### config.mk
export PLATFORM = sky130hd
export DESIGN_NAME = multi_slot_countdown_timer_unit
export DESIGN_NICKNAME = d
export VERILOG_FILES = /design/src/hdl/mscdt_pkg.sv /design/src/hdl/multi_slot_countdown_timer_unit.sv /design/src/hdl/mscdt_ram.sv /design/src/hdl/mscdt_ctrl.sv /design/src/hdl/mscdt_dp.sv
export SDC_FILE = /design/constraint.sdc
export NUM_CORES = 1
export LEC_CHECK = 0
export BUFFER_PORTS_ARGS = -buffer_cell sky130_fd_sc_hd__buf_2
export CORE_MARGIN = 2
export CORE_UTILIZATION = 46
export DETAILED_ROUTE_END_ITERATION = 10
export HOLD_SLACK_MARGIN = 0.03
export PLACE_DENSITY_LB_ADDON = 0.15
export SLEW_MARGIN = 5
export SYNTH_ARGS = -nofsm -noshare
export SYNTH_HDL_FRONTEND = slang
export SYNTH_SLANG_ARGS = --single-unit
### constraint.sdc
create_clock -name clk -period 5 [get_ports clk]
set_clock_uncertainty 0.15 [all_clocks]
set_input_delay 0.5 -clock clk [delete_from_list [all_inputs] [get_ports clk]]
set_output_delay 0.5 -clock clk [all_outputs]
set_load 0.02 [all_outputs]
### src/hdl/mscdt_pkg.sv
`timescale 1ns / 1ps
// ----------------------------------------------------------------------------
// mscdt_pkg
// Shared codes and control/status types of the countdown timer table.
// ----------------------------------------------------------------------------
package mscdt_pkg;

    localparam int KIND_W = 2;
    localparam int TIME_W = 32;
    localparam int ID_W   = 16;
    localparam int RES_W  = 3;

    // item kinds
    localparam logic [KIND_W-1:0] KIND_ADD    = 2'd0;
    localparam logic [KIND_W-1:0] KIND_REMOVE = 2'd1;
    localparam logic [KIND_W-1:0] KIND_TICK   = 2'd2;
    localparam logic [KIND_W-1:0] KIND_NONE   = 2'd3;

    // result codes
    localparam logic [RES_W-1:0] RES_ADDED    = 3'd0;
    localparam logic [RES_W-1:0] RES_FULL     = 3'd1;
    localparam logic [RES_W-1:0] RES_REMOVED  = 3'd2;
    localparam logic [RES_W-1:0] RES_NOTFOUND = 3'd3;
    localparam logic [RES_W-1:0] RES_EXPIRED  = 3'd4;
    localparam logic [RES_W-1:0] RES_TICKDONE = 3'd5;

    // controller to datapath
    typedef struct packed {
        logic load;   // capture the item and rewind the slot walk
        logic scan;   // walk slots, evaluate one per cycle
        logic fin;    // emit the tick-done beat
    } cmd_t;

    // datapath to controller
    typedef struct packed {
        logic scan_end;  // the walk has finished with this evaluation
        logic is_tick;   // the item in progress is a tick
    } sts_t;

endpackage

### src/hdl/multi_slot_countdown_timer_unit.sv
`timescale 1ns / 1ps
// Add/remove: one result strobe, registered after the evaluation of the slot where the walk stops.
// Tick: expiry beats in slot order, then a tick-done beat once the walk has covered every slot.
// Items are taken one at a time: busy holds off the next until the walk, one slot per cycle
// over the RAM read port, is through. Results are strobed once and cannot be stalled.
// Reset: all slots free and the id counter at zero; no clearing pass.
// ----------------------------------------------------------------------------
// multi_slot_countdown_timer_unit
// Table of countdown timers with add, remove and tick commands.
// ----------------------------------------------------------------------------
module multi_slot_countdown_timer_unit #(
    parameter int SLOTS = 16
) (
    input  logic                         clk,
    input  logic                         rst_n,
    input  logic                         start,
    output logic                         busy,
    input  logic [mscdt_pkg::KIND_W-1:0] kind,
    input  logic [mscdt_pkg::TIME_W-1:0] duration,
    input  logic [mscdt_pkg::ID_W-1:0]   timer_id,
    input  logic [mscdt_pkg::TIME_W-1:0] delta,
    output logic                         result_valid,
    output logic [mscdt_pkg::RES_W-1:0]  event_res,
    output logic [mscdt_pkg::ID_W-1:0]   event_id,
    output logic                         last
);
    import mscdt_pkg::*;

    cmd_t cmd;
    sts_t sts;

    mscdt_ctrl u_ctrl (
        .clk   (clk),
        .rst_n (rst_n),
        .start (start),
        .kind  (kind),
        .sts   (sts),
        .cmd   (cmd),
        .busy  (busy)
    );

    mscdt_dp #(
        .SLOTS (SLOTS)
    ) u_dp (
        .clk          (clk),
        .rst_n        (rst_n),
        .cmd          (cmd),
        .kind         (kind),
        .duration     (duration),
        .timer_id     (timer_id),
        .delta        (delta),
        .sts          (sts),
        .result_valid (result_valid),
        .event_res    (event_res),
        .event_id     (event_id),
        .last         (last)
    );

endmodule

### src/hdl/mscdt_ram.sv
`timescale 1ns / 1ps
// ----------------------------------------------------------------------------
// mscdt_ram
// Generic single-write, single-read RAM with registered read data.
// ----------------------------------------------------------------------------
module mscdt_ram #(
    parameter int WIDTH = 32,
    parameter int DEPTH = 16
) (
    input  logic                                       clk,
    input  logic                                       we,
    input  logic [((DEPTH > 1) ? $clog2(DEPTH) : 1)-1:0] waddr,
    input  logic [WIDTH-1:0]                           wdata,
    input  logic [((DEPTH > 1) ? $clog2(DEPTH) : 1)-1:0] raddr,
    output logic [WIDTH-1:0]                           rdata
);

    logic [WIDTH-1:0] mem_reg [DEPTH];
    logic [WIDTH-1:0] rdata_reg;

    always_ff @(posedge clk)
    begin
        if (we)
        begin
            mem_reg[waddr] <= wdata;
        end
        rdata_reg <= mem_reg[raddr];
    end

    assign rdata = rdata_reg;

endmodule

### src/hdl/mscdt_ctrl.sv
`timescale 1ns / 1ps
// ----------------------------------------------------------------------------
// mscdt_ctrl
// Sequencer: accepts an item, runs the slot walk, closes a tick with done.
// ----------------------------------------------------------------------------
module mscdt_ctrl (
    input  logic                         clk,
    input  logic                         rst_n,
    input  logic                         start,
    input  logic [mscdt_pkg::KIND_W-1:0] kind,
    input  mscdt_pkg::sts_t              sts,
    output mscdt_pkg::cmd_t              cmd,
    output logic                         busy
);
    import mscdt_pkg::*;

    localparam logic [1:0] ST_IDLE = 2'd0;
    localparam logic [1:0] ST_SCAN = 2'd1;
    localparam logic [1:0] ST_DONE = 2'd2;

    logic [1:0] state_reg;
    logic [1:0] state_next;

    assign busy = (state_reg != ST_IDLE);

    always_comb
    begin
        state_next = state_reg;
        cmd.load   = 1'b0;
        cmd.scan   = 1'b0;
        cmd.fin    = 1'b0;
        case (state_reg)
            ST_IDLE:
            begin
                // an unused kind is ignored and the sequencer stays idle
                if (start && (kind != KIND_NONE))
                begin
                    cmd.load   = 1'b1;
                    state_next = ST_SCAN;
                end
            end
            ST_SCAN:
            begin
                cmd.scan = 1'b1;
                if (sts.scan_end)
                begin
                    state_next = sts.is_tick ? ST_DONE : ST_IDLE;
                end
            end
            ST_DONE:
            begin
                cmd.fin    = 1'b1;
                state_next = ST_IDLE;
            end
            default:
            begin
                state_next = ST_IDLE;
            end
        endcase
    end

    always_ff @(posedge clk or negedge rst_n)
    begin
        if (!rst_n)
        begin
            state_reg <= ST_IDLE;
        end
        else
        begin
            state_reg <= state_next;
        end
    end

    a_tick_closes: assert property (@(posedge clk) disable iff (!rst_n)
        (state_reg == ST_SCAN && sts.scan_end && sts.is_tick) |=> state_reg == ST_DONE)
        else $error("tick walk did not close with tick done");

    a_accept_busy: assert property (@(posedge clk) disable iff (!rst_n)
        (!busy && start && kind != KIND_NONE) |=> busy)
        else $error("accepted item did not raise busy");

endmodule

### src/hdl/mscdt_dp.sv
`timescale 1ns / 1ps
// ----------------------------------------------------------------------------
// mscdt_dp
// Slot table datapath: live bits, id and remaining-time RAMs, a one-slot
// per cycle walk with a read stage and an evaluate stage, result registers.
// ----------------------------------------------------------------------------
module mscdt_dp #(
    parameter int SLOTS = 16
) (
    input  logic                         clk,
    input  logic                         rst_n,
    input  mscdt_pkg::cmd_t              cmd,
    input  logic [mscdt_pkg::KIND_W-1:0] kind,
    input  logic [mscdt_pkg::TIME_W-1:0] duration,
    input  logic [mscdt_pkg::ID_W-1:0]   timer_id,
    input  logic [mscdt_pkg::TIME_W-1:0] delta,
    output mscdt_pkg::sts_t              sts,
    output logic                         result_valid,
    output logic [mscdt_pkg::RES_W-1:0]  event_res,
    output logic [mscdt_pkg::ID_W-1:0]   event_id,
    output logic                         last
);
    import mscdt_pkg::*;

    localparam int IW = (SLOTS > 1) ? $clog2(SLOTS) : 1;
    localparam int CW = $clog2(SLOTS + 1);

    logic [KIND_W-1:0] kind_reg;
    logic [TIME_W-1:0] dur_reg;
    logic [ID_W-1:0]   rid_reg;
    logic [TIME_W-1:0] delta_reg;

    logic [CW-1:0]     idx_reg,      idx_next;
    logic              eval_vld_reg, eval_vld_next;
    logic [IW-1:0]     eval_idx_reg;
    logic [SLOTS-1:0]  live_reg,     live_next;
    logic [ID_W-1:0]   next_id_reg,  next_id_next;

    logic              res_vld_reg,  res_vld_next;
    logic [RES_W-1:0]  res_code_reg, res_code_next;
    logic [ID_W-1:0]   res_id_reg,   res_id_next;
    logic              res_last_reg, res_last_next;

    logic              issue;
    logic              eval;
    logic              e_live;
    logic              e_last;
    logic              hit;
    logic              id_we;
    logic              rem_we;
    logic [TIME_W-1:0] rem_wdata;
    logic [ID_W-1:0]   id_rd;
    logic [TIME_W-1:0] rem_rd;

    assign issue  = cmd.scan && (idx_reg < CW'(SLOTS));
    assign eval   = eval_vld_reg && cmd.scan;
    assign e_live = live_reg[eval_idx_reg];
    assign e_last = (eval_idx_reg == IW'(SLOTS - 1));

    mscdt_ram #(
        .WIDTH (ID_W),
        .DEPTH (SLOTS)
    ) u_id_ram (
        .clk   (clk),
        .we    (id_we),
        .waddr (eval_idx_reg),
        .wdata (next_id_reg),
        .raddr (idx_reg[IW-1:0]),
        .rdata (id_rd)
    );

    mscdt_ram #(
        .WIDTH (TIME_W),
        .DEPTH (SLOTS)
    ) u_rem_ram (
        .clk   (clk),
        .we    (rem_we),
        .waddr (eval_idx_reg),
        .wdata (rem_wdata),
        .raddr (idx_reg[IW-1:0]),
        .rdata (rem_rd)
    );

    always_comb
    begin
        idx_next      = idx_reg;
        eval_vld_next = issue;
        live_next     = live_reg;
        next_id_next  = next_id_reg;
        res_vld_next  = 1'b0;
        res_code_next = res_code_reg;
        res_id_next   = res_id_reg;
        res_last_next = res_last_reg;
        id_we         = 1'b0;
        rem_we        = 1'b0;
        rem_wdata     = dur_reg;
        hit           = 1'b0;

        if (cmd.load)
        begin
            idx_next      = '0;
            eval_vld_next = 1'b0;
        end
        else if (issue)
        begin
            idx_next = idx_reg + CW'(1);
        end

        case (kind_reg)
            KIND_ADD:
            begin
                if (eval)
                begin
                    if (!e_live)
                    begin
                        live_next[eval_idx_reg] = 1'b1;
                        id_we         = 1'b1;
                        rem_we        = 1'b1;
                        res_vld_next  = 1'b1;
                        res_code_next = RES_ADDED;
                        res_id_next   = next_id_reg;
                        res_last_next = 1'b1;
                        next_id_next  = next_id_reg + ID_W'(1);
                        hit           = 1'b1;
                    end
                    else if (e_last)
                    begin
                        res_vld_next  = 1'b1;
                        res_code_next = RES_FULL;
                        res_id_next   = '0;
                        res_last_next = 1'b1;
                    end
                end
            end
            KIND_REMOVE:
            begin
                if (eval)
                begin
                    if (e_live && (id_rd == rid_reg))
                    begin
                        live_next[eval_idx_reg] = 1'b0;
                        res_vld_next  = 1'b1;
                        res_code_next = RES_REMOVED;
                        res_id_next   = rid_reg;
                        res_last_next = 1'b1;
                        hit           = 1'b1;
                    end
                    else if (e_last)
                    begin
                        res_vld_next  = 1'b1;
                        res_code_next = RES_NOTFOUND;
                        res_id_next   = rid_reg;
                        res_last_next = 1'b1;
                    end
                end
            end
            KIND_TICK:
            begin
                if (eval && e_live)
                begin
                    if (delta_reg >= rem_rd)
                    begin
                        live_next[eval_idx_reg] = 1'b0;
                        res_vld_next  = 1'b1;
                        res_code_next = RES_EXPIRED;
                        res_id_next   = id_rd;
                        res_last_next = 1'b0;
                    end
                    else
                    begin
                        // survivor keeps what is left, no underflow here
                        rem_we    = 1'b1;
                        rem_wdata = rem_rd - delta_reg;
                    end
                end
            end
            default:
            begin
                hit = 1'b0;
            end
        endcase

        if (cmd.fin)
        begin
            res_vld_next  = 1'b1;
            res_code_next = RES_TICKDONE;
            res_id_next   = '0;
            res_last_next = 1'b1;
        end
    end

    assign sts.scan_end = eval && (hit || e_last);
    assign sts.is_tick  = (kind_reg == KIND_TICK);

    always_ff @(posedge clk)
    begin
        if (cmd.load)
        begin
            dur_reg   <= duration;
            rid_reg   <= timer_id;
            delta_reg <= delta;
        end
        eval_idx_reg <= idx_reg[IW-1:0];
        res_code_reg <= res_code_next;
        res_id_reg   <= res_id_next;
        res_last_reg <= res_last_next;
    end

    always_ff @(posedge clk or negedge rst_n)
    begin
        if (!rst_n)
        begin
            kind_reg     <= KIND_NONE;
            idx_reg      <= '0;
            eval_vld_reg <= 1'b0;
            live_reg     <= '0;
            next_id_reg  <= '0;
            res_vld_reg  <= 1'b0;
        end
        else
        begin
            if (cmd.load)
            begin
                kind_reg <= kind;
            end
            idx_reg      <= idx_next;
            eval_vld_reg <= eval_vld_next;
            live_reg     <= live_next;
            next_id_reg  <= next_id_next;
            res_vld_reg  <= res_vld_next;
        end
    end

    assign result_valid = res_vld_reg;
    assign event_res    = res_code_reg;
    assign event_id     = res_id_reg;
    assign last         = res_last_reg;

    a_mid_beat_expiry: assert property (@(posedge clk) disable iff (!rst_n)
        (res_vld_reg && !res_last_reg) |-> (res_code_reg == RES_EXPIRED))
        else $error("non-final beat is not an expiry");

    a_one_alloc: assert property (@(posedge clk) disable iff (!rst_n)
        $countones(live_reg) <= $countones($past(live_reg)) + 1)
        else $error("more than one slot allocated in a cycle");

    a_walk_bound: assert property (@(posedge clk) disable iff (!rst_n)
        idx_reg <= CW'(SLOTS))
        else $error("slot walk ran past the table");

endmodule
Yosys cells after proc, flatten, opt, wreduce, memory -nomap -nowiden
Memory sizes are Yosys's and may differ from the RTL's. A register that Yosys moved wholly into a read port is not among the register bits.
Cells that the tools add are included.
{ "classes": {"add_sub_neg": 3, "magnitude_cmp": 4, "n_eq_ne": 17, "n_mux": 73, "n_bitwise": 4, "n_reduce_logical": 18} }
{ "op_table": {"columns": ["op", "count"], "rows": [
  ["16-bit two-way mux", 14],
  ["32-bit two-way mux", 3],
  ["16-bit case mux with 3 select lines", 2],
  ["1-bit two-way mux", 33],
  ["32-bit greater-or-equal comparator", 1],
  ["32-bit subtractor", 1],
  ["3-bit two-way mux", 8],
  ["16-bit by 1-bit adder with 16-bit output, second input constant", 1],
  ["16-bit AND", 1],
  ["16-bit == test", 1],
  ["16-bit NOT", 1],
  ["16-bit OR", 1],
  ["7-bit AND reduction", 2],
  ["2-bit by 1-bit != test with 1-bit output, second input constant", 6],
  ["5-bit two-way mux", 2],
  ["3-bit case mux with 3 select lines", 1],
  ["1-bit logical AND", 7],
  ["2-bit two-way mux", 3],
  ["2-bit != test, second input constant", 3],
  ["1-bit case mux with 3 select lines", 2],
  ["5-bit by 1-bit adder with 5-bit output, second input constant", 1],
  ["4-bit by 5-bit < comparator with 1-bit output, second input constant", 1],
  ["5-bit < comparator, second input constant", 1],
  ["5-bit AND reduction", 1],
  ["other kinds (17)", 22]
]} }
{ "word_totals": {"reg_bits": 147, "mem_bits_rw": 768, "word_cells": 135, "memories": 2} }
{ "mem_list": {"columns": ["name", "depth", "width", "rd", "rd_clocked_by_memory_dff", "wr", "line", "source"], "rows": [
  ["u_dp.u_rem_ram.mem_reg", 16, 32, 1, 1, 1, "mscdt_ram.sv:18", "logic [WIDTH-1:0] mem_reg [DEPTH];"],
  ["u_dp.u_id_ram.mem_reg", 16, 16, 1, 1, 1, "mscdt_ram.sv:18", null]
]} }

Longest topological paths before layout
Gate-level depths: netlist (run 1).
{ "depth": {"word_depth": 10, "ltp_mapped": 15} }

By module
From an unflattened synthesis (run 1), not the netlist that was laid out.
{ "hier_totals": {"cells_unflattened": 2063, "hier_area_um2": 38036.5} }
{ "by_module_without_submodules": {"columns": ["module", "n_inst", "cells_each", "area_each_um2", "seq_area_each_um2"], "rows": [
  ["mscdt_ram at u_dp.u_rem_ram", 1, 838, 19835.3, 16015.4],
  ["mscdt_ram at u_dp.u_id_ram", 1, 432, 10042.1, 8007.7],
  ["mscdt_dp", 1, 783, 8042.7, 3911.3],
  ["mscdt_ctrl", 1, 10, 116.4, 50.0]
]} }

Worst setup path before layout (run 1)
OpenSTA, ideal clock, no wires.
{ "synth_path": {"path_kind": "flip-flop to flip-flop", "from": "reg u_dp.delta_reg[26]", "to": "mem u_dp.u_rem_ram.mem_reg[12][0], enable pin", "arrival_time_ns": 4.011, "required_time_ns": 4.429, "setup_slack_ns": 0.417, "stages_incl_launch_ff": 13, "path_buffers": 2, "period_less_slack_ns": 4.583, "cell_sequence": "edfxtp_1 -> inv_1 -> ha_1 -> and3_2 -> nand4_1 -> or4_4 -> a311oi_2 -> a21oi_2 -> or3_4 -> and2_1 -> buf_6 -> buf_6 -> nor2_1"} }
{ "synth_via": {"elab_chain_cells": 6} }
{ "synth_rtl": {"columns": ["item", "line", "source"], "rows": [
  ["start: declaration", "mscdt_dp.sv:31", "logic [TIME_W-1:0] delta_reg;"],
  ["start signal: assignment", "mscdt_dp.sv:201", "delta_reg <= delta;"],
  ["32-bit greater-or-equal comparator", "mscdt_dp.sv:161", "if (delta_reg >= rem_rd)"],
  ["1-bit two-way mux", "mscdt_dp.sv:161", null],
  ["1-bit two-way mux", "mscdt_dp.sv:159", "if (eval && e_live)"],
  ["1-bit case mux with 2 select lines", "mscdt_dp.sv:109", "case (kind_reg)"],
  ["1-bit two-way mux", "mscdt_ram.sv:23", "if (we)"],
  ["1-bit two-way mux (not written as such)", "mscdt_ram.sv:25", "mem_reg[waddr] <= wdata;"],
  ["end: declaration", "mscdt_ram.sv:18", null]
]} }
Every way passes these cells.

Worst setup path after layout (run 1)
{ "layout_path": {"from": "reg u_dp.delta_reg[8]", "to": "mem u_dp.u_rem_ram.mem_reg[10][31] (data pin)"} }
{ "layout_via": {"elab_chain_cells": 4, "word_cells_on_any_way": 5, "cone_classes": "add/sub (1); order compare (1); mux (3)"} }
{ "layout_rtl": {"columns": ["item", "line", "source"], "rows": [
  ["32-bit subtractor / 32-bit greater-or-equal comparator (equally long branches)", "mscdt_dp.sv:173, mscdt_dp.sv:161", null],
  ["32-bit two-way mux *", "mscdt_dp.sv:161", null],
  ["32-bit two-way mux *", "mscdt_dp.sv:159", null],
  ["32-bit two-way mux *", "mscdt_dp.sv:109", null],
  ["named net u_dp.rem_wdata[31]", "mscdt_dp.sv:51", "logic [TIME_W-1:0] rem_wdata;"]
]} }
Mark *: on every way through the listed nets, which the timed path passes. The rest lies on a longest branch.

==> results by group, run 1 <==
Die
  • Cell row count: 104
  • Initial Util: 0.466
  • Core Area: 80800 µm²
  • Die outline height: 290 µm
  • Floorplan die area: 84200 µm²
  • Width of the die: 290 µm
  • I/O pin count: 107

Logic synthesis
  • Fraction of the yosys area taken by sequential cells: 0.743
  • Async SR Flop Fraction: 0.0447
  • Top cells by area in the synthesized netlist: sky130_fd_sc_hd__edfxtp_1 68%, sky130_fd_sc_hd__mux4_2 15%, sky130_fd_sc_hd__dfxtp_1 3.8%, sky130_fd_sc_hd__dfrtp_1 2.7%, sky130_fd_sc_hd__ha_1 1.3%
  • Number of distinct library cells after synthesis: 65
  • Primary flip-flop cell chosen by synthesis mapping: sky130_fd_sc_hd__edfxtp_1
  • Flops & latches, synth: 963
  • Number of instances in the synthesized netlist: approximately 1900
  • Number of nets in the synthesized netlist: 2041
  • Top cell type's share of synthesized area: 0.676
  • Syn Std Cell Area: 37700 µm²
  • Count of flip-flops with a built-in enable after synthesis: 848
  • Number of warning messages in the yosys log: 0
  • Average cell area after synthesis: 19.7 µm²
  • Dominant cell type by area after synthesis: sky130_fd_sc_hd__edfxtp_1

Layout
  • Largest register FFs: 512
  • Number of nets in the finished design: 2338
  • Count of fill cells added during filler insertion: between 6000 and 7000
  • Area added between synthesis and finish: 17.5%
  • Fraction of layout instances using a drive strength above 1: 0.279
  • Finished Layout Cells: 3363

Setup path
  • Crit. End Element: flop
  • Type of origin of the critical path: flop
  • Crit Path Category: flop to flop
  • WP data required: between 5 and 6 ns
  • Critical path data arrival time: 4.32 ns
  • Highest net fanout along the worst path: 29

Clock tree
  • Clock latency reported for the late side of the worst-skew pair: 0.67 ns
  • Clock tree sinks: about 960
  • Clock transition at the registers of the reported paths: around 0.060 ns
  • Number of buffers created by CTS: 102
  • Post-CTS Setup Bufs: 0
  • Clock tree from TritonCTS: done
  • Number of levels in the clock H-tree: 3
  • Deepest clock path buffer count: 3
  • Clock root buffer: sky130_fd_sc_hd__clkbuf_16

Place
  • Final RePlAce weighted congestion: a little over 0.8
  • Placed insts: 3086
  • Number of buffers inserted by port buffering: 106
  • Post-placement setup slack: between 0.7 and 0.8 ns
  • HPWL reported at the end of detailed placement: ~57000 µm

STA
  • Achievable frequency: 235 MHz
  • Final period demand of the worst path: between 4 and 5 ns
  • Relative slew margins: 0.250
  • Final Hold Fails: 0
  • Final setup fails: 0
  • Total count of max-transition violations in the final report: 0
  • Setup TNS Final: 0 ns
  • Slew at the pin closest to its max-slew limit: 1.12 ns
  • Final critical-path setup slack: 0.741 ns
  • Post-route clock period utilization: 0.852
  • Setup repair after global routing missed its margin: no

GRT
  • Via count of the first global-routing pass: ~20000
  • Overall Global Routing Usage: 0.215
  • Global-route wire length before repair: 133000 µm
  • Grt ovf: 0
  • Pin count of the biggest net entering global routing: 62
  • Antenna violations before repair: 1

Power and ir drop
  • Worst vdd ir: 303 µV
  • Leakage Power: 14.5 nW
  • Power density of the placed cells: around 370 nW/µm²
  • Final Total Pwr: 0.0162 W

Routing
  • Number of vias per cell after detailed routing: 5.78
  • Total iterations of the first detailed-routing run: 5
  • Total via count after detailed routing: ~19000
  • Number of nets still failing antenna checks after routing: 0
  • Post-detailed-route wirelength per cell: 26.8 µm
  • Violation count after the first detailed-route iteration: 2113
  • Wirelength, routed: around 90000 µm
  • DRC violations left: 0

Hold path
  • Classification of the worst-slack hold path: flop to flop

Flow run
  • Max Cap Viol: 0

Run status
  • Result of the run: completed
## worst max-delay path: stages (launching register included)
cell and delay (ns):
sky130_fd_sc_hd__edfxtp_1 0.32, sky130_fd_sc_hd__inv_1 0.04, sky130_fd_sc_hd__ha_1 0.40, sky130_fd_sc_hd__nand4_1 0.18, sky130_fd_sc_hd__or2_1 0.29, sky130_fd_sc_hd__or4_1 0.56
sky130_fd_sc_hd__o22a_1 0.19, sky130_fd_sc_hd__a21oi_2 0.40, sky130_fd_sc_hd__or3_4 0.27, sky130_fd_sc_hd__buf_4 0.31, sky130_fd_sc_hd__nor3_1 0.09, sky130_fd_sc_hd__a21oi_1 0.12
sky130_fd_sc_hd__nand3_1 0.48
## worst paths after layout
kind                                   start                             end  slack (ns)  cells after the start
max                        u_dp.delta_reg[8]  u_dp.u_rem_ram.mem_reg[10][31]        0.74                     12
min                         u_dp.event_id[9]                u_dp.event_id[9]        0.32                      1
max reg2reg                u_dp.delta_reg[8]  u_dp.u_rem_ram.mem_reg[10][31]        0.74                     12
min reg2reg                 u_dp.event_id[9]                u_dp.event_id[9]        0.32                      1
max in group asynchronous              rst_n                 u_dp.idx_reg[2]        3.81                      3
min in group asynchronous              rst_n             u_dp.next_id_reg[7]        0.38                      3
## power by group
| part | switching (W) | total, W | leakage (nW) | internal (W) |
|---|---|---|---|---|
| logic | 0.0000354 | 0.000101 | 4.64 | 0.0000658 |
| registers | 0 | 0.00863 | 8.24 | 0.00863 |
| clock network | 0.00315 | 0.00744 | 1.60 | 0.00430 |
## logic make-up (layout without fill, tap and decap cells)
| family | Yosys count | count (layout) | synth area share |
|---|---|---|---|
| other | 0 | 2 | 0 |
| muxes | 251 | 251 | 0.148 |
| AOI/OAI and AO/OA | 219 | 219 | 0.0373 |
| adders and majority gates | 40 | 40 | 0.0135 |
| buffers and inverters | 134 | 519 | 0.0145 |
| DFF | 963 | 963 | 0.743 |
| xor gates and xnor gates | 60 | 60 | 0.0139 |
| and+or+nand+nor | 249 | 249 | 0.0304 |
## stage by stage
stage	hold WS (ns)	cell area (µm²)	utilization
6_report	0.317	44300	0.548
4_1_cts	0.320	44300	0.548
3_3_place_gp	0.296	40100	0.496
3_5_place_dp	0.301	40100	0.496
2_1_floorplan	0.0544	37700	-
5_1_grt	0.340	44300	0.548
## timing repair
| item | CTS | global route |
|---|---|---|
| hold buffers | 83 | 0 |
| hold endpoints to repair | 123 | 0 |
| endpoints found under the setup margin | 0 | 0 |
| gates resized for setup | 0 | 0 |
## cell usage after synthesis, types with 4 or more instances
cell / count
sky130_fd_sc_hd__ha_1: 39
sky130_fd_sc_hd__buf_2: 8
sky130_fd_sc_hd__dfrtp_1: 41
sky130_fd_sc_hd__o21bai_1: 6
sky130_fd_sc_hd__o21ai_0: 64
sky130_fd_sc_hd__xnor2_1: 42
sky130_fd_sc_hd__inv_1: 42
sky130_fd_sc_hd__buf_1: 19
sky130_fd_sc_hd__nor2b_1: 8
sky130_fd_sc_hd__dfxtp_1: 72
sky130_fd_sc_hd__nor2_1: 80
sky130_fd_sc_hd__o31ai_1: 17
sky130_fd_sc_hd__nand4_1: 17
sky130_fd_sc_hd__nor3_1: 9
sky130_fd_sc_hd__a22oi_1: 16
sky130_fd_sc_hd__clkbuf_1: 59
sky130_fd_sc_hd__edfxtp_1: 848
sky130_fd_sc_hd__a211oi_1: 6
sky130_fd_sc_hd__o2bb2ai_1: 16
sky130_fd_sc_hd__buf_6: 4
sky130_fd_sc_hd__mux4_2: 244
sky130_fd_sc_hd__xor2_1: 18
sky130_fd_sc_hd__nand3_1: 23
sky130_fd_sc_hd__nand2_1: 77
sky130_fd_sc_hd__a21oi_1: 52
sky130_fd_sc_hd__mux2i_1: 5
sky130_fd_sc_hd__nand2b_1: 6
sky130_fd_sc_hd__a21o_1: 14
sky130_fd_sc_hd__and3_1: 6
## area by class of cell
| class | instances | area [µm²] | share of cell area |
|---|---|---|---|
| Tap cell | 1060 | 1330 | 0.0299 |
| Multi-Input combinational cell | 819 | 9320 | 0.210 |
| Timing Repair Buffer | 284 | 2140 | 0.0483 |
| Antenna cell | 2 | 5.00 | 0.000113 |
| Inverter | 43 | 161 | 0.00364 |
| Clock inverter | 56 | 612 | 0.0138 |
| Sequential cell | 963 | 28000 | 0.632 |
| Clock buffer | 136 | 2730 | 0.0617 |
## cell usage in the layout, fill, tap and decap left out, drive strengths merged, types with 18 or more instances in the layout
| master | netlist | final |
|---|---|---|
| ha | 39 | 39 |
| o31ai | 19 | 19 |
| dlygate4sd3 | 0 | 83 |
| xor2 | 18 | 18 |
| inv | 42 | 50 |
| a21oi | 53 | 53 |
| dfxtp | 72 | 72 |
| dfrtp | 41 | 41 |
| mux4 | 244 | 244 |
| clkbuf | 59 | 136 |
| nand2 | 78 | 78 |
| o21ai | 64 | 64 |
| xnor2 | 42 | 42 |
| edfxtp | 848 | 848 |
| nor2 | 83 | 83 |
| buf | 32 | 201 |
| clkinv | 1 | 35 |
| nand3 | 23 | 23 |
## per-layer routing
layer  part of all wire  vias to the layer above  GRT usage
met1               0.46                    10300      0.328
met4              0.019                        2     0.0488
met3              0.059                      129     0.0365
li1                   -                     8385          -
met2               0.46                      609      0.327
met5            0.00014                        -          0
No activity file was read; power rests on OpenSTA's default activity.
==> run 2: changes to the inputs <==
- CELL_PAD_IN_SITES_DETAIL_PLACEMENT: default -> 1
- CELL_PAD_IN_SITES_GLOBAL_PLACEMENT: default -> 2
==> run 2 against run 1 <==
  * Non-clock buffer count decreased by 12
  * Maximum frequency decreased by 6.5%
  * Clock power increased by 6.6%
  * Highest routed layer is now met4
  * Global-route usage increased by 0.78 points
  * Core utilization increased by 0.36 points
  * First-iteration DRC count decreased by 31%
  * Via count decreased by 1.8%
  * Worst hold slack got worse by 0.12 ns
  * Register-to-register slack got worse by 0.29 ns
  * Final cell count decreased by 0.48%
==> results by group, run 2 (same netlist as run 1, synthesis figures left out) <==
Run status
  • Result of the run: completed

Power and ir drop
  • Flop pwr share: 0.518 (-0.016)
  • Switching share of power: 0.194 (-0.00315)
  • Design internal power: 0.0134 W (+3.4%)
  • Sw Pwr: 0.00322 W (+1.3%)
  • Worst vdd ir: 320 µV (+5.8%)
  • Final Total Pwr: 0.0167 W (+3.0%)
  • Combinational share of power: 0.006 (about the same)
  • Leakage Power: 14.6 nW (+0.73%)
  • Power share of the clock group: 0.476 (+0.016)
  • Power density of the placed cells: 374 nW/µm² (+2.3%)

Layout
  • Largest register FFs: 512 (unchanged)
  • Number of nets in the finished design: 2325 (-0.56%)
  • Fraction of layout instances using a drive strength above 1: 0.275 (-0.00441)
  • Number of antenna repair diodes: 0 (-2)
  • Area added between synthesis and finish: 18.3%
  • Commonest non-fill, non-tap cell in the layout: sky130_fd_sc_hd__edfxtp_1
  • Commonest cells after routing, fill and taps aside: 848 x sky130_fd_sc_hd__edfxtp_1, 244 x sky130_fd_sc_hd__mux4_2, 106 x sky130_fd_sc_hd__buf_2, 102 x sky130_fd_sc_hd__clkbuf_16, 83 x sky130_fd_sc_hd__dlygate4sd3_1

Routing
  • Violation count after the first detailed-route iteration: 1466 (-31%)
  • Number of vias per cell after detailed routing: 5.70 (-1.3%)
  • Total iterations of the first detailed-routing run: 5 (unchanged)
  • Number of nets still failing antenna checks after routing: 0 (unchanged)
  • Post-detailed-route wirelength per cell: 27.5 µm (+2.9%)
  • Total via count after detailed routing: 19100 (-1.8%)
  • DRC violations left: 0 (unchanged)
  • Wirelength, routed: 92200 µm (+2.4%)

GRT
  • Antenna violations before repair: 0 (-1)
  • Overall Global Routing Usage: 0.223 (+0.00783)
  • Pin count of the biggest net entering global routing: 62 (unchanged)
  • Grt ovf: 0 (unchanged)
  • Global-route wire length before repair: 138000 µm (+3.5%)
  • Via count of the first global-routing pass: 20700 (+4.0%)

Setup path
  • Highest net fanout along the worst path: 38 (+31%)
  • Startpoint of the lowest-slack register-to-register path: u_dp.delta_reg[10]
  • Type of origin of the critical path: flop
  • First element of the critical path: u_dp.delta_reg[10]
  • WP data required: 5.08 ns (+0.02 ns)
  • Critical path data arrival time: 4.63 ns (+0.31 ns)
  • Crit. End Element: flop
  • Crit Path Category: flop to flop

Die
  • Core Area: 80800 µm² (unchanged)
  • Floorplan die area: 84200 µm² (unchanged)
  • Width of the die: 290 µm (unchanged)
  • I/O pin count: 107 (unchanged)
  • Die outline height: 290 µm (unchanged)
  • Initial Util: 0.466 (unchanged)
  • Cell row count: 104 (unchanged)

Hold path
  • Hold Path Origin: start
  • Classification of the worst-slack hold path: input port to flop

STA
  • Relative slew margins: 0.293 (+0.0431)
  • Total count of max-transition violations in the final report: 0 (unchanged)
  • Slew at the pin closest to its max-slew limit: 1.06 ns (-0.0603 ns)
  • Setup TNS Final: 0 ns (unchanged)
  • Final period demand of the worst path: 4.55 ns (+0.295 ns)
  • Post-route clock period utilization: 0.911 (+0.0590)
  • Final Hold Fails: 0 (unchanged)
  • Final critical-path setup slack: 0.446 ns (-0.295 ns)
  • Setup repair after global routing missed its margin: no
  • Achievable frequency: 220 MHz (-6.5%)
  • Final setup fails: 0 (unchanged)

Clock tree
  • Clock latency reported for the late side of the worst-skew pair: 0.69 ns (+0.02 ns)
  • Clock tree sinks: 963 (unchanged)
  • Deepest clock path buffer count: 3 (unchanged)
  • Clock transition at the registers of the reported paths: 0.06 ns (about the same)
  • Number of buffers created by CTS: 101 (-0.98%)
  • Clock tree from TritonCTS: done
  • Post-CTS Setup Bufs: 0 (unchanged)
  • Clock root buffer: sky130_fd_sc_hd__clkbuf_16
  • Number of levels in the clock H-tree: 3 (unchanged)

Place
  • Post-placement setup slack: 0.229 ns (-0.480 ns)
  • Final RePlAce weighted congestion: 0.773 (-6.3%)
  • HPWL reported at the end of detailed placement: 55800 µm (-2.8%)
  • Number of buffers inserted by port buffering: 106 (unchanged)

Flow run
  • Max Cap Viol: 0 (unchanged)
[run 2: cell types whose count changed in the layout (fill, tap and decap cells not counted), moves of 3 or more]
cell,change
sky130_fd_sc_hd__bufinv_16,+8
sky130_fd_sc_hd__inv_6,-4
sky130_fd_sc_hd__clkinv_1,-3
sky130_fd_sc_hd__clkbuf_1,-9
sky130_fd_sc_hd__nor2_2,-12
sky130_fd_sc_hd__buf_4,-27
sky130_fd_sc_hd__clkinv_2,+3
sky130_fd_sc_hd__nor2_1,+12
sky130_fd_sc_hd__clkbuf_8,+3
sky130_fd_sc_hd__buf_12,+15
[run 2: worst paths after layout]
check | endpoint | slack [ns] | depth (start not counted)
worst max register to register | u_dp.u_rem_ram.mem_reg[4][31] | 0.45 | 12
worst max-delay path | u_dp.u_rem_ram.mem_reg[4][31] | 0.45 | 12
worst min-delay path | u_dp.idx_reg[4] | 0.20 | 4
max in group asynchronous | u_dp.idx_reg[1] | 3.88 | 3
worst min register to register | u_dp.event_id[5] | 0.31 | 1
min in group asynchronous | u_ctrl.state_reg[0] | 0.33 | 3
[run 2: final cells by class]
cell class,count,area [µm²]
clock buffer,130,2740
clock inverter,60,831
fill,7078,36200
inverter,43,161
multi-input combinational,819,9290
sequential,963,28000
tap,1060,1330
timing repair buffer,272,2230
[run 2: critical path: stages (launching register included)]
cell	delay, ns
sky130_fd_sc_hd__edfxtp_1	0.33
sky130_fd_sc_hd__inv_1	0.05
sky130_fd_sc_hd__ha_1	0.37
sky130_fd_sc_hd__nand4_1	0.19
sky130_fd_sc_hd__or2_1	0.30
sky130_fd_sc_hd__or4_1	0.63
sky130_fd_sc_hd__o22a_1	0.22
sky130_fd_sc_hd__a21oi_2	0.39
sky130_fd_sc_hd__or3_4	0.29
sky130_fd_sc_hd__buf_4	0.44
sky130_fd_sc_hd__nor3_1	0.10
sky130_fd_sc_hd__a21oi_1	0.15
sky130_fd_sc_hd__nand3_1	0.46
[run 2: power groups by stage]
stage	combinational (W)	clock [W]	sequential, W
final	0.0000971	0.00793	0.00863
after global routing	0.000106	0.00837	0.00863
after CTS	0.0000972	0.00808	0.00863
after detailed placement	0.0000453	0	0.00880
after global placement	0.0000439	0	0.00880
after floorplan	0.0000000399	0	0.00880
[run 2: what timing repair did]
item | CTS | global route
gates resized for setup | 0 | 0
hold buffers | 83 | 0
hold endpoints to repair | 123 | 0
[run 2: metrics by stage]
| stage | area, µm² | instances | hold slack, ns | util |
|---|---|---|---|---|
| 2_1_floorplan | 37700 | 1916 | 0.0544 | - |
| 3_3_place_gp | 40200 | 3074 | 0.295 | 0.497 |
| 3_5_place_dp | 40200 | 3074 | 0.293 | 0.497 |
| 4_1_cts | 44600 | 3347 | 0.176 | 0.552 |
| 5_1_grt | 44600 | 3347 | 0.228 | 0.552 |
| 6_report | 44600 | 3347 | 0.199 | 0.552 |
[run 2: layer usage]
metal / wire, µm / vias to the layer above / part of all wire / track usage
li1: - / 8376 / - / -
met1: 38900 / 10100 / 0.42 / 0.299
met2: 47300 / 435 / 0.51 / 0.381
met3: 3330 / 150 / 0.036 / 0.0303
met4: 2720 / 0 / 0.030 / 0.0697
met5: 0 / - / 0 / 0
